**src/rtl/core/snba_pkg.sv**
```systemverilog
package snba_pkg;

  localparam int unsigned MaxExtent = 4096;
  localparam int unsigned ExtW      = 13;  // grid extent register width
  localparam int unsigned CoordW    = 12;  // resolved row/column width
  localparam int unsigned ModW      = 14;  // holds 2*MaxExtent-2
  localparam int unsigned MagW      = 32;  // magnitude of a shifted coordinate
  localparam int unsigned BitsPerStg = 4;
  localparam int unsigned RemStages = MagW / BitsPerStg;

  typedef enum logic [2:0] {
    CFG_BOUNDARY_MODE = 3'd0,
    CFG_NBR_KIND      = 3'd1,
    CFG_GRID_WIDTH    = 3'd2,
    CFG_GRID_HEIGHT   = 3'd3,
    CFG_FIXED_VALUE   = 3'd4
  } cfg_idx_e;

  typedef enum logic [1:0] {
    BND_WRAP    = 2'd0,
    BND_REFLECT = 2'd1,
    BND_FIXED   = 2'd2,
    BND_CLAMP   = 2'd3
  } bnd_mode_e;

  typedef enum logic [1:0] {
    NBR_FOUR   = 2'd0,
    NBR_EIGHT  = 2'd1,
    NBR_TWELVE = 2'd2,
    NBR_TWENTY_FOUR = 2'd3
  } nbr_kind_e;

  typedef struct packed {
    logic signed [2:0] dx;
    logic signed [2:0] dy;
  } off_t;

  // One coordinate travelling through the remainder pipeline.
  typedef struct packed {
    logic            neg;
    logic [MagW-1:0] mag;
    logic [ModW-1:0] rem;
    logic [ModW-1:0] n;
  } rem_t;

  localparam logic signed [2:0] NearDx [12] =
    '{3'sd0, 3'sd0, 3'sd1, -3'sd1, 3'sd1, -3'sd1, 3'sd1, -3'sd1, 3'sd0, 3'sd0, 3'sd2, -3'sd2};
  localparam logic signed [2:0] NearDy [12] =
    '{-3'sd1, 3'sd1, 3'sd0, 3'sd0, -3'sd1, -3'sd1, 3'sd1, 3'sd1, -3'sd2, 3'sd2, 3'sd0, 3'sd0};
  // Row-major 5x5 block with the centre skipped.
  localparam logic signed [2:0] FullDx [24] =
    '{-3'sd2, -3'sd1, 3'sd0, 3'sd1, 3'sd2, -3'sd2, -3'sd1, 3'sd0, 3'sd1, 3'sd2,
      -3'sd2, -3'sd1, 3'sd1, 3'sd2, -3'sd2, -3'sd1, 3'sd0, 3'sd1, 3'sd2,
      -3'sd2, -3'sd1, 3'sd0, 3'sd1, 3'sd2};
  localparam logic signed [2:0] FullDy [24] =
    '{-3'sd2, -3'sd2, -3'sd2, -3'sd2, -3'sd2, -3'sd1, -3'sd1, -3'sd1, -3'sd1, -3'sd1,
      3'sd0, 3'sd0, 3'sd0, 3'sd0, 3'sd1, 3'sd1, 3'sd1, 3'sd1, 3'sd1,
      3'sd2, 3'sd2, 3'sd2, 3'sd2, 3'sd2};

  function automatic off_t nbr_offset(input logic [1:0] kind, input logic [4:0] idx);
    off_t o;
    o.dx = 3'sd0;
    o.dy = 3'sd0;
    case (kind)
      NBR_FOUR: begin
        if (idx < 5'd4) begin
          o.dx = NearDx[idx[3:0]];
          o.dy = NearDy[idx[3:0]];
        end
      end
      NBR_EIGHT: begin
        if (idx < 5'd8) begin
          o.dx = NearDx[idx[3:0]];
          o.dy = NearDy[idx[3:0]];
        end
      end
      NBR_TWELVE: begin
        if (idx < 5'd12) begin
          o.dx = NearDx[idx[3:0]];
          o.dy = NearDy[idx[3:0]];
        end
      end
      default: begin
        if (idx < 5'd24) begin
          o.dx = FullDx[idx];
          o.dy = FullDy[idx];
        end
      end
    endcase
    return o;
  endfunction

  // Four restoring remainder steps, most significant magnitude bits first.
  function automatic rem_t rem_step(input rem_t s);
    rem_t o;
    logic [ModW-1:0] r;
    o = s;
    for (int i = 0; i < BitsPerStg; i++) begin
      r     = {o.rem[ModW-2:0], o.mag[MagW-1]};
      o.mag = {o.mag[MagW-2:0], 1'b0};
      if (r >= o.n) r = r - o.n;
      o.rem = r;
    end
    return o;
  endfunction

endpackage

```
**src/rtl/core/snba_rem_pipe.sv**
```systemverilog
module snba_rem_pipe (
  input  logic                                clk_i,
  input  logic [snba_pkg::RemStages-1:0]      en_i,
  input  snba_pkg::rem_t                      in_i,
  output snba_pkg::rem_t                      out_o
);
  import snba_pkg::*;

  rem_t stg_q [RemStages];

  // Each stage resolves four magnitude bits of the remainder.
  always_ff @(posedge clk_i) begin
    for (int k = 0; k < RemStages; k++) begin
      if (en_i[k]) begin
        stg_q[k] <= (k == 0) ? rem_step(in_i) : rem_step(stg_q[(k == 0) ? 0 : k - 1]);
      end
    end
  end

  assign out_o = stg_q[RemStages-1];

endmodule

```
**config.mk**
```make
export PLATFORM = sky130hd
export DESIGN_NAME = snba_rem_pipe
export DESIGN_NICKNAME = d
export VERILOG_FILES = /design/src/rtl/core/snba_pkg.sv /design/src/rtl/core/snba_rem_pipe.sv
export SDC_FILE = /design/constraint.sdc
export NUM_CORES = 2
export LEC_CHECK = 0
export BUFFER_PORTS_ARGS = -buffer_cell sky130_fd_sc_hd__buf_4
export CORE_ASPECT_RATIO = 0.6
export CORE_UTILIZATION = 55
export DETAILED_ROUTE_END_ITERATION = 8
export GPL_TIMING_DRIVEN = 0
export PLACE_DENSITY = 0.72
export SLEW_MARGIN = 20
export SYNTH_ARGS = -nofsm -noshare
export SYNTH_HDL_FRONTEND = slang
export SYNTH_SLANG_ARGS = --single-unit
```
**constraint.sdc**
```tcl
create_clock -name clk_i -period 26.9 [get_ports clk_i]
set_clock_uncertainty 0.2 [all_clocks]
set_input_delay 4.035 -clock clk_i [delete_from_list [all_inputs] [get_ports clk_i]]
set_output_delay 4.035 -clock clk_i [all_outputs]
set_load 0.01 [all_outputs]
```
==> impl_summary.log <==
INFO  metric critical-path-top-delay-family = compound AO/OA/AOI/OAI gates
INFO  metric h-tree-depth = 2
INFO  metric edff_count_synth = 337
INFO  metric achievable-frequency = 0.06880 GHz
INFO  metric synth-main-ff-cell = sky130_fd_sc_hd__edfxtp_1
INFO  metric clk_pin_slew_worst_paths = 0.06 ns
INFO  metric filler_cell_count = 5,179
INFO  metric clock_insertion_delay_worst_skew = 0.56 ns
INFO  metric initial_utilization = 56.40%
INFO  metric final_hold_viol_count = 0
INFO  metric multi_input_comb_area = 22,180 um2
INFO  metric num_rows = 69
INFO  metric critical-path-max-stage-delay = 0.78 ns
INFO  metric period_share = 54.03%
INFO  metric via_per_inst = 5.972
INFO  metric num_io_pins = 131
INFO  metric flip_flop_count_of_the_largest_register_all_copies_and_words_added = 337
INFO  metric tightestPinTransition = 0.9060 ns
INFO  metric floorplan.die.width = 322.0 um
INFO  metric critical_path.endpoint_type = flip-flop
INFO  metric final_core_utilization = 61.59%
INFO  metric final.setup.tns = 0 ns
INFO  metric dpl.cell_count = 4,445
INFO  metric grt_overflow = 0
INFO  metric cts.repair.resized = 0
INFO  metric timing.critical_path.buf_inv = 9
INFO  metric yosysWarnings = 0
INFO  metric top_reg_by_flops = stg_q
INFO  metric crit_fanout = 10
INFO  metric maxSlewHeadroom = 39.60%
INFO  metric numClockSinks = 337
INFO  metric drc_errors = 0
INFO  metric finalWeightedCongestion = 0.9440
INFO  metric fp.dieArea = 62,470 um2
INFO  metric drt-wirelength-per-cell = 19.04 um
INFO  metric route.final.wire_length = 85.92 mm
INFO  metric cts_tree = done
INFO  metric timing.critical_path.arrival = 14.66 ns
INFO  metric dr_total_vias = 26,950
INFO  metric clock_tree.buffer_depth = 3
INFO  metric global_route.usage.total = 27.32%
INFO  metric critical_path_required = 27.03 ns
INFO  metric final-setup-viol-count = 0
INFO  metric cts_inserted_buffers = 37
INFO  metric synth.top_cell.area_share = 29.95%
INFO  metric critical_path.startpoint_type = input pin
INFO  metric worstHoldPathType = flip-flop to flip-flop
INFO  metric first_iter_violations = 2,627
INFO  metric cts.root.buffer_cell = sky130_fd_sc_hd__clkbuf_16
INFO  metric yosys.cell_types.count = 88
INFO  metric layout_commonest_cell = sky130_fd_sc_hd__ha_1
INFO  metric synth_async_sr_flop_share = 0%
INFO  metric postCtsHoldBufs = 0
INFO  metric final_cell_mix = sky130_fd_sc_hd__ha_1 (448), sky130_fd_sc_hd__edfxtp_1 (337), sky130_fd_sc_hd__a21oi_1 (282)
INFO  metric outcome = complete, no violations
INFO  metric design.final.nets = 4,218
INFO  metric number_of_maximum_capacitance_violations = 0
INFO  metric post-cts-setup-buffers = 0
INFO  metric synthesis.area = 33,790 um2
INFO  metric final_antenna_net_count = 0
INFO  metric sequential_cell_area = 10,120 um2
INFO  metric pin_count_of_the_biggest_net_entering_global_routing = 57
INFO  metric syn-mean-instance-area = 9.652 um2
INFO  metric yosys.area.top_type = sky130_fd_sc_hd__edfxtp_1
INFO  metric crit_path_frequent_cell = sky130_fd_sc_hd__a21oi_1
INFO  metric worst_path_max_delay_cell = sky130_fd_sc_hd__o41ai_1
INFO  metric non_filler_cells_in_the_finished_layout = 4,513
INFO  metric reg.largest.list = stg_q (337)
INFO  metric drt_first_pass_iters = 6
INFO  metric yosysSeqAreaShare = 29.95%
INFO  metric number_of_antenna_violations_at_the_first_check_in_global_routing = 1
INFO  metric grt_pass1_wl = 135.2 mm
INFO  metric synth-seq-cells = 337
INFO  metric hold-worst-slack = 0.2123 ns
INFO  metric rsz_0062_raised_after_global_routing = no
INFO  metric post-route-min-period = 14.53 ns
INFO  metric die-height = 194 um
INFO  metric port_buf_inserts = 97
INFO  metric synthesis.instances = 3,501
INFO  metric synth.area.top_cells = sky130_fd_sc_hd__edfxtp_1 (30%), sky130_fd_sc_hd__ha_1 (17%), sky130_fd_sc_hd__mux2_2 (8.5%)
INFO  metric final_layout_size_suffix_gt1_share = 14.88%
INFO  metric final_max_slew_viol_count = 0
INFO  metric setup.worst_path.class = input pin to flip-flop
INFO  metric hpwl_dp = 68.86 mm
INFO  metric core_region_area = 59,920 um2
INFO  metric area_growth = 9.198%
INFO  metric first_global_vias = 24,800
## final cells by class
cell class,instances,share of cell area (%)
antenna,1,0.006782
buffer,106,1.851
clock buffer,40,2.597
clock inverter,27,0.7629
inverter,247,2.513
multi-input combinational,2842,60.10
sequential,337,27.43
tap,816,2.767
timing repair buffer,97,1.973
## per-stage QoR
step	setup WS [ns]	instance area, um2
final	12.37	36900
after global routing	11.49	36900
after CTS	12.58	36900
after detailed placement	12.04	35660
after global placement	11.99	35660
after floorplan	13.66	33910
## path summary, 6_finish.rpt
kind / slack (ns) / from / cells after the start / endpoint
worst max register to register: 14.54 / stg_q[1][58]$_DFFE_PP_ / 36 / stg_q[1][140]$_DFFE_PP_
worst min register to register: 0.21 / stg_q[0][213]$_DFFE_PP_ / 0 / stg_q[1][46]$_DFFE_PP_
worst max-delay path: 12.37 / in_i[0] / 41 / stg_q[0][14]$_DFFE_PP_
worst min-delay path: 0.21 / stg_q[0][213]$_DFFE_PP_ / 0 / stg_q[1][46]$_DFFE_PP_
## cell usage after synthesis (all sizes together), types with 11 or more instances
library cell  instances
edfxtp              337
o31a                 19
a21oi               283
or2                  21
nand2b               61
a21boi               15
a211oi               23
o21a                 67
nand4                55
nand2               169
nor2                232
a31o                 11
nand3                37
a21o                 97
xnor2               199
mux2i                46
nor2b                72
and3                 19
o211ai               17
buf                  88
nor3                 80
nor4                 19
xor2                 98
o41ai                15
fa                   32
ha                  448
clkbuf               18
mux2                260
o21bai               16
inv                 247
or3                  20
a31oi                41
o31ai                27
o21ai               210
## cell families (layout without fill, tap and decap cells)
family / count (synthesis) / after routing / synth area share, %
AOI/OAI and AO/OA: 907 / 907 / 17.09
xor gates and xnor gates: 297 / 297 / 7.698
adders and majority gates: 480 / 480 / 18.48
buffers and inverters: 353 / 517 / 4.765
DFF: 337 / 337 / 29.95
muxes: 306 / 306 / 10.06
other: 1 / 33 / 0.01110
and+or+nand+nor: 820 / 820 / 11.95
## metal layers
layer	part of all wire [%]	vias to the layer above	GRT usage, %	wire [um]
met2	37	983	35.27	31470
li1	-	13300	-	-
met3	9.5	80	5.452	8148
met4	1.2	0	4.533	1052
met5	0	-	0	0
met1	53	12590	45.73	45250
Power is left out: the tool's default activity adds up to more than one toggle a clock period on the data nets, which glitch-free logic cannot reach.
